`src/design/gmakf_pkg.sv`:
```
`timescale 1ns / 1ps

package gmakf_pkg;

    // default fraction bits of the fixed-point format
    localparam int FRAC_BITS_DEF = 16;

    // field widths
    localparam int CFG_W        = 31;
    localparam int CFG_IDX_W    = 3;
    localparam int DT_W         = 17;
    localparam int RATE_W       = 28;
    localparam int HEAD_W       = 25;
    localparam int VAL_W        = 32;
    localparam int IN_TDATA_W   = 56;
    localparam int OUT_TDATA_W  = 96;

    // register reset values
    localparam logic [DT_W-1:0]  RST_STEP_TIME   = DT_W'(1311);
    localparam logic [CFG_W-1:0] RST_Q_ANGLE     = CFG_W'(655);
    localparam logic [CFG_W-1:0] RST_Q_GYRO_BIAS = CFG_W'(7);
    localparam logic [CFG_W-1:0] RST_Q_MAG_BIAS  = CFG_W'(655);
    localparam logic [CFG_W-1:0] RST_MEAS_NOISE  = CFG_W'(1638400);
    localparam logic [CFG_W-1:0] RST_P0_ANGLE    = CFG_W'(655360);
    localparam logic [CFG_W-1:0] RST_P0_GYRO     = CFG_W'(65536);
    localparam logic [CFG_W-1:0] RST_P0_MAG      = CFG_W'(327680);

    typedef enum logic [CFG_IDX_W-1:0] {
        REG_STEP_TIME   = 3'd0,
        REG_Q_ANGLE     = 3'd1,
        REG_Q_GYRO_BIAS = 3'd2,
        REG_Q_MAG_BIAS  = 3'd3,
        REG_MEAS_NOISE  = 3'd4,
        REG_P0_ANGLE    = 3'd5,
        REG_P0_GYRO     = 3'd6,
        REG_P0_MAG      = 3'd7
    } t_cfg_idx;

    // multiply / write-back micro-operations, in issue order
    typedef enum logic [4:0] {
        OP_ANGLE_PRED = 5'd0,
        OP_P0A        = 5'd1,
        OP_P1         = 5'd2,
        OP_P2         = 5'd3,
        OP_P0B        = 5'd4,
        OP_P3         = 5'd5,
        OP_P6         = 5'd6,
        OP_QADD       = 5'd7,
        OP_ANG_UPD    = 5'd8,
        OP_GB_UPD     = 5'd9,
        OP_MB_UPD     = 5'd10,
        OP_P00        = 5'd11,
        OP_P01        = 5'd12,
        OP_P02        = 5'd13,
        OP_P10        = 5'd14,
        OP_P11        = 5'd15,
        OP_P12        = 5'd16,
        OP_P20        = 5'd17,
        OP_P21        = 5'd18,
        OP_P22        = 5'd19
    } t_op;

    typedef struct packed {
        logic       load;
        logic       start_init;
        logic       mul;
        logic       wb;
        logic       prep;
        logic       div_start;
        logic [1:0] div_idx;
        t_op        op;
        logic       out_load;
    } t_cmd;

    typedef struct packed {
        logic s_pos;
        logic div_busy;
    } t_sts;

    function automatic logic signed [VAL_W-1:0] sat32(input logic signed [67:0] v);
        logic signed [67:0] hi;
        logic signed [67:0] lo;
        hi = 68'sh7fffffff;
        lo = -68'sh80000000;
        if (v > hi) begin
            return 32'sh7fffffff;
        end else if (v < lo) begin
            return 32'sh80000000;
        end
        return v[VAL_W-1:0];
    endfunction

endpackage

```
`src/design/gmakf_ctrl.sv`:
```
`timescale 1ns / 1ps

module gmakf_ctrl (
    input  logic              i_clk,
    input  logic              i_rst_n,
    input  logic              i_s_tvalid,
    input  logic              i_kind,
    output logic              o_s_tready,
    output logic              o_m_tvalid,
    input  logic              i_m_tready,
    output gmakf_pkg::t_cmd   o_cmd,
    input  gmakf_pkg::t_sts   i_sts
);
    import gmakf_pkg::*;

    typedef enum logic [8:0] {
        S_IDLE   = 9'b000000001,
        S_START  = 9'b000000010,
        S_MUL    = 9'b000000100,
        S_WB     = 9'b000001000,
        S_PREP   = 9'b000010000,
        S_CHK    = 9'b000100000,
        S_DSTART = 9'b001000000,
        S_DIV    = 9'b010000000,
        S_OUT    = 9'b100000000
    } t_state;

    t_state     r_state, n_state;
    t_op        r_op, n_op;
    logic [1:0] r_div_idx, n_div_idx;
    logic       r_out_valid, n_out_valid;

    always_comb begin
        n_state     = r_state;
        n_op        = r_op;
        n_div_idx   = r_div_idx;
        n_out_valid = r_out_valid;
        o_cmd       = '0;
        o_cmd.op      = r_op;
        o_cmd.div_idx = r_div_idx;
        if (r_out_valid && i_m_tready) begin
            n_out_valid = 1'b0;
        end
        case (r_state)
            S_IDLE: begin
                if (i_s_tvalid) begin
                    o_cmd.load = 1'b1;
                    n_op       = OP_ANGLE_PRED;
                    n_state    = i_kind ? S_MUL : S_START;
                end
            end
            S_START: begin
                o_cmd.start_init = 1'b1;
                n_state          = S_OUT;
            end
            S_MUL: begin
                o_cmd.mul = 1'b1;
                n_state   = S_WB;
            end
            S_WB: begin
                o_cmd.wb = 1'b1;
                if (r_op == OP_QADD) begin
                    n_state = S_PREP;
                end else if (r_op == OP_P22) begin
                    n_state = S_OUT;
                end else begin
                    n_op    = t_op'(r_op + 5'd1);
                    n_state = S_MUL;
                end
            end
            S_PREP: begin
                o_cmd.prep = 1'b1;
                n_state    = S_CHK;
            end
            S_CHK: begin
                n_div_idx = 2'd0;
                n_state   = i_sts.s_pos ? S_DSTART : S_OUT;
            end
            S_DSTART: begin
                o_cmd.div_start = 1'b1;
                n_state         = S_DIV;
            end
            S_DIV: begin
                if (!i_sts.div_busy) begin
                    if (r_div_idx == 2'd2) begin
                        n_op    = OP_ANG_UPD;
                        n_state = S_MUL;
                    end else begin
                        n_div_idx = r_div_idx + 2'd1;
                        n_state   = S_DSTART;
                    end
                end
            end
            S_OUT: begin
                if (!r_out_valid || i_m_tready) begin
                    o_cmd.out_load = 1'b1;
                    n_out_valid    = 1'b1;
                    n_state        = S_IDLE;
                end
            end
            default: begin
                n_state = S_IDLE;
            end
        endcase
    end

    always_ff @(posedge i_clk) begin
        if (!i_rst_n) begin
            r_state     <= S_IDLE;
            r_op        <= OP_ANGLE_PRED;
            r_div_idx   <= 2'd0;
            r_out_valid <= 1'b0;
        end else begin
            r_state     <= n_state;
            r_op        <= n_op;
            r_div_idx   <= n_div_idx;
            r_out_valid <= n_out_valid;
        end
    end

    assign o_s_tready = (r_state == S_IDLE);
    assign o_m_tvalid = r_out_valid;

endmodule

```
`config.mk`:
```
export PLATFORM = sky130hd
export DESIGN_NAME = gmakf_ctrl
export DESIGN_NICKNAME = d
export VERILOG_FILES = /design/src/design/gmakf_pkg.sv /design/src/design/gmakf_ctrl.sv
export SDC_FILE = /design/constraint.sdc
export NUM_CORES = 1
export LEC_CHECK = 0
export ABC_AREA = 1
export BUFFER_PORTS_ARGS = -buffer_cell sky130_fd_sc_hd__buf_2
export CORE_MARGIN = 2
export CORE_UTILIZATION = 60
export CTS_BUF_LIST = sky130_fd_sc_hd__clkbuf_8
export DETAILED_ROUTE_END_ITERATION = 7
export PLACE_DENSITY = 0.87
export SKIP_LAST_GASP = 1
export SLEW_MARGIN = 20
export SYNTH_ARGS = -nofsm -noshare
export SYNTH_HDL_FRONTEND = slang
export SYNTH_SLANG_ARGS = --single-unit
```
`constraint.sdc`:
```
create_clock -name i_clk -period 2.4 [get_ports i_clk]
set_input_delay 0.24 -clock i_clk [delete_from_list [all_inputs] [get_ports i_clk]]
set_output_delay 0.24 -clock i_clk [all_outputs]
set_load 0.02 [all_outputs]
```
# ---- Word-level counts from Yosys, hierarchy flattened
# Cells that the tools add are included.
dict set report word_totals {
  out_inout_bits 16
  ff_bits 17
  wordCells 63
}
dict set report op_classes {
  n_reduce_logical 8
  n_addsub 2
  n_mux 30
  eq_ne 19
}
# op n
set op_table {}
lappend op_table {{9-bit case mux with 9 select lines} 1}
lappend op_table {{9-bit 2-to-1 mux} 6}
lappend op_table {{5-bit 2-to-1 mux} 5}
lappend op_table {{5-bit case mux with 3 select lines} 1}
lappend op_table {{2-bit != test (second input constant)} 7}
lappend op_table {{1-bit 2-to-1 mux} 12}
lappend op_table {{9-bit by 1-bit equality test with 1-bit output (second input constant)} 1}
lappend op_table {{9-bit by 2-bit equality test with 1-bit output (second input constant)} 1}
lappend op_table {{9-bit by 3-bit equality test with 1-bit output (second input constant)} 1}
lappend op_table {{9-bit by 4-bit equality test with 1-bit output (second input constant)} 1}
lappend op_table {{9-bit by 5-bit equality test with 1-bit output (second input constant)} 1}
lappend op_table {{9-bit by 6-bit equality test with 1-bit output (second input constant)} 1}
lappend op_table {{9-bit by 7-bit equality test with 1-bit output (second input constant)} 1}
lappend op_table {{9-bit by 8-bit equality test with 1-bit output (second input constant)} 1}
lappend op_table {{9-bit equality test (second input constant)} 1}
lappend op_table {{7-bit 2-to-1 mux} 1}
lappend op_table {{3-bit AND reduction} 2}
lappend op_table {{6-bit AND reduction} 1}
lappend op_table {{5-bit by 1-bit adder with 5-bit output (second input constant)} 1}
lappend op_table {{5-bit by 3-bit equality test with 1-bit output (second input constant)} 1}
lappend op_table {{5-bit equality test (second input constant)} 1}
lappend op_table {{2-bit 2-to-1 mux} 2}
lappend op_table {{2-bit case mux with 2 select lines} 1}
lappend op_table {{3-bit 2-to-1 mux} 1}
lappend op_table {{other kinds (7)} 7}

# ---- Logic depth before layout (Yosys ltp)
dict set report logic_depth {
  word_depth 4
  ltp_mapped 12
  depth_no_buf 12
}

# ---- Worst setup path after synthesis
# Ideal clock, no wire load.
dict set report synth_timing {
  path_type {flip-flop to flip-flop}
  startpoint {register r_op[0]}
  endpoint {register r_op[3]}
  stages_incl_launch_ff 12
  path_buffers 0
  setup_time_ns 0.112
  path_slack_ns 0.852
  period_less_slack_ns 1.548
  arrival_time_ns 1.436
  cell_sequence {dfxtp_1 ha_1 nand2_1 inv_1 nand2_1 nand2_1 nand3_1 nand2_1 nor2_4 and2_4 nor2_1 nor2_1}
}
dict set report synth_between {
  elab_chain_cells 4
  word_cells_on_any_way 9
  cone_classes {add/sub: 1; eq/ne: 4; mux: 3; reduce/logical: 1}
}
# element line
set synth_lines {}
lappend synth_lines {{start, declared} gmakf_ctrl.sv:29} ;# t_op r_op, n_op;
lappend synth_lines {{start signal, assigned} gmakf_ctrl.sv:115} ;# r_op <= n_op;
lappend synth_lines {{5-bit by 1-bit adder with 5-bit output} gmakf_ctrl.sv:67} ;# n_op = t_op'(r_op + 5'd1);
lappend synth_lines {{5-bit 2-to-1 mux} gmakf_ctrl.sv:64} ;# end else if (r_op == OP_P22) begin
lappend synth_lines {{5-bit 2-to-1 mux} gmakf_ctrl.sv:62} ;# if (r_op == OP_QADD) begin
lappend synth_lines {{5-bit case mux with 3 select lines} gmakf_ctrl.sv:44} ;# case (r_state)
# Parallel ways exist; a longest one is shown, timed or not. The select of a mux whose other input is x is not followed.
# A chain may end at the register's enable or synchronous reset.

==> results.cfg <==
[placement]
place_congestion = 0.859
port_buffers = 22
placed_area_um2 = 1210
place_inst = 219
post-dp-hpwl_um = 1920

[floorplan]
dieArea_um2 = 2150
chipWidth_um = 46.4
start_util_pct = 63.1
die_h_um = 46.4
pin_count = 23
coreArea_um2 = 1710
rows = 15

[cts]
post_cts_buffers = 0
root_buffer = clkbuf_8
clock_latency_ns = 0.26
clock_path_buffers = 2
cts_tree = done
ctsResizeCount = 0
holdBufCountCts = 0
path_clk_slew_ns = 0.06
cts_buffers = 3
clock_sinks = 17
htree_levels = 1

[job]
drv_cap = 0

[worst_setup_path]
crit_type = register to output port
critPathArrivalTime_ns = 1.44
cp-start-kind = register
cp_data_required_time_ns = 2.16
cpMostUsedCell = nor2_1
worstPathMaxFanout = 5
path_cells = nor2_1 > nand2_2 > nor2_2 > nand2_1 > nor2_1 > buf_2
critical-path-slowest-cell = dfxtp_1
critPathCaptureType = output port
slowest_delay_ns = 0.32

[logic_synthesis]
synth_edf_count = 0
synth_nets = 182
synth_commonest_cells = 36 x nand2_1, 31 x nor2_1, 27 x inv_1
syn-cell-area_um2 = 1080
synth_cell_type_count = 19
synthTopCellsByArea = dfxtp_1 32%, nand2_1 13%, nor2_1 11%
syn_inst = 173
synth_most_common_cell = nand2_1
synth_largest_area_cell = dfxtp_1
synth_seq_area_share_pct = 31.6
ys.flop_type = dfxtp_1
ys_ff_latch = 17
synth_top_area_share_pct = 31.6
synthArstFlopShare_pct = 0
yosys_warnings = 0
avgSynthCellArea_um2 = 6.23

[layout]
final_util_pct = 73.8
nNetsFinal = 208
n_antenna_cell = 0
final-seq-area_um2 = 340
n_fill_cell = 149
drive_gt1_share_pct = 22.2
multi_input_area_um2 = 617
finalInstanceArea_um2 = 1260
final_cell_count_no_fill = 223
area_growth_pct = 17.0

[timing]
post-route-period-util_pct = 70.0
slew_viol_final = 0
rsz0062_at_grt = no
final_hold_viol_count = 0
max_freq_mhz = 595
setup-tns-final_ns = 0
fin_worst_skew_ns = 0.00553
finalSetupViolations = 0
fin_crit_ns = 1.68
tightestPinTransition_ns = 0.240
slew_headroom_pct = 83.9

[hold_path]
hold_path.class = primary input to register

[grt]
grt_max_degree = 11
gr-total-overflow = 0
grt_pass1_vias = 1002
grt_pass1_wl_um = 4020
grt_usage_pct = 26.5
antenna_found_initial = 0

[routing]
vias = 1103
drcViolationCount = 0
ant_nets = 0
first_iter_violations = 38
vias_per_cell = 4.95
wirelength_um = 2440
drt_first_pass_iters = 4
wl_per_cell_um = 10.9

[outcome]
status = finished clean

[pwr]
ir_drop_mv = 0.718
pwr_density_cell_nw_per_um2 = 986
p_leak_nw = 0.694
power by group:
part	internal (mW)	total (mW)	switching, mW
registers	0.328	0.382	0.0533
clock network	0.114	0.213	0.0990
logic	0.227	0.648	0.421
cell families after synthesis:
family,count (synthesis),share of synthesized area (%)
xor gates and xnor gates,1,0.813
DFF,17,31.6
adders and majority gates,2,2.32
AOI/OAI and AO/OA,12,5.58
and+or+nand+nor,109,48.5
buffers and inverters,32,11.1
final timing paths:
kind	cells after the start	start	to	slack [ns]
worst max-delay path	6	r_state[3]	o_cmd[13]	0.72
worst min-delay path	4	i_kind	r_state[1]	0.24
worst max register to register	11	r_op[0]	r_op[1]	0.80
worst min register to register	2	r_div_idx[1]	r_div_idx[1]	0.48
placed cells by master, fill, tap and decap left out:
cell	n
o21ai_0	6
nand4_1	2
inv_2	4
nand2_2	4
nor2_4	5
nor2_2	2
clkbuf_8	3
nand2_1	36
or2_0	1
buf_2	22
dfxtp_1	17
xnor2_1	1
nor2_1	31
nor3_1	8
inv_1	28
nand3_2	3
a21oi_1	6
and2_4	1
ha_1	2
nand3_1	16
layout make-up:
| type | instances | share of cell area [%] |
|---|---|---|
| timing repair buffer | 22 | 8.74 |
| inverter | 31 | 9.24 |
| clock buffer | 3 | 3.28 |
| multi-input combinational | 124 | 49.0 |
| clock inverter | 1 | 0.298 |
| sequential | 17 | 27.0 |
| tap | 25 | 2.48 |
flip-flops by register name, summed over array words and instances, names as in the netlist:
register and count:
o_m_tvalid 1, r_div_idx 2, r_op 5, r_state 9
critical path: cells and delay by family, from the launching register on:
family / cells / cell delay (ns)
buf+inv: 1 / 0.17
flops: 1 / 0.32
simple gates: 5 / 0.71
metrics by stage:
stage          hold WS, ns  total power [mW]  setup slack, ns
2_1_floorplan        0.405             0.892            0.852
3_3_place_gp         0.446              1.01            0.952
3_5_place_dp         0.479              1.03            0.842
4_1_cts              0.238              1.25            0.730
5_1_grt              0.260              1.35            0.603
6_report             0.240              1.24            0.720
routing by layer:
metal  share of wire (%)  global-route usage [%]  up-vias
li1                    -                       -      585
met1                  43                    30.6      491
met2                  52                    47.5       22
met3                 3.7                    4.71        5
met4                 1.6                    10.3        0
met5                   0                       0        -
Note: power is estimated with default switching activity, not from simulation.
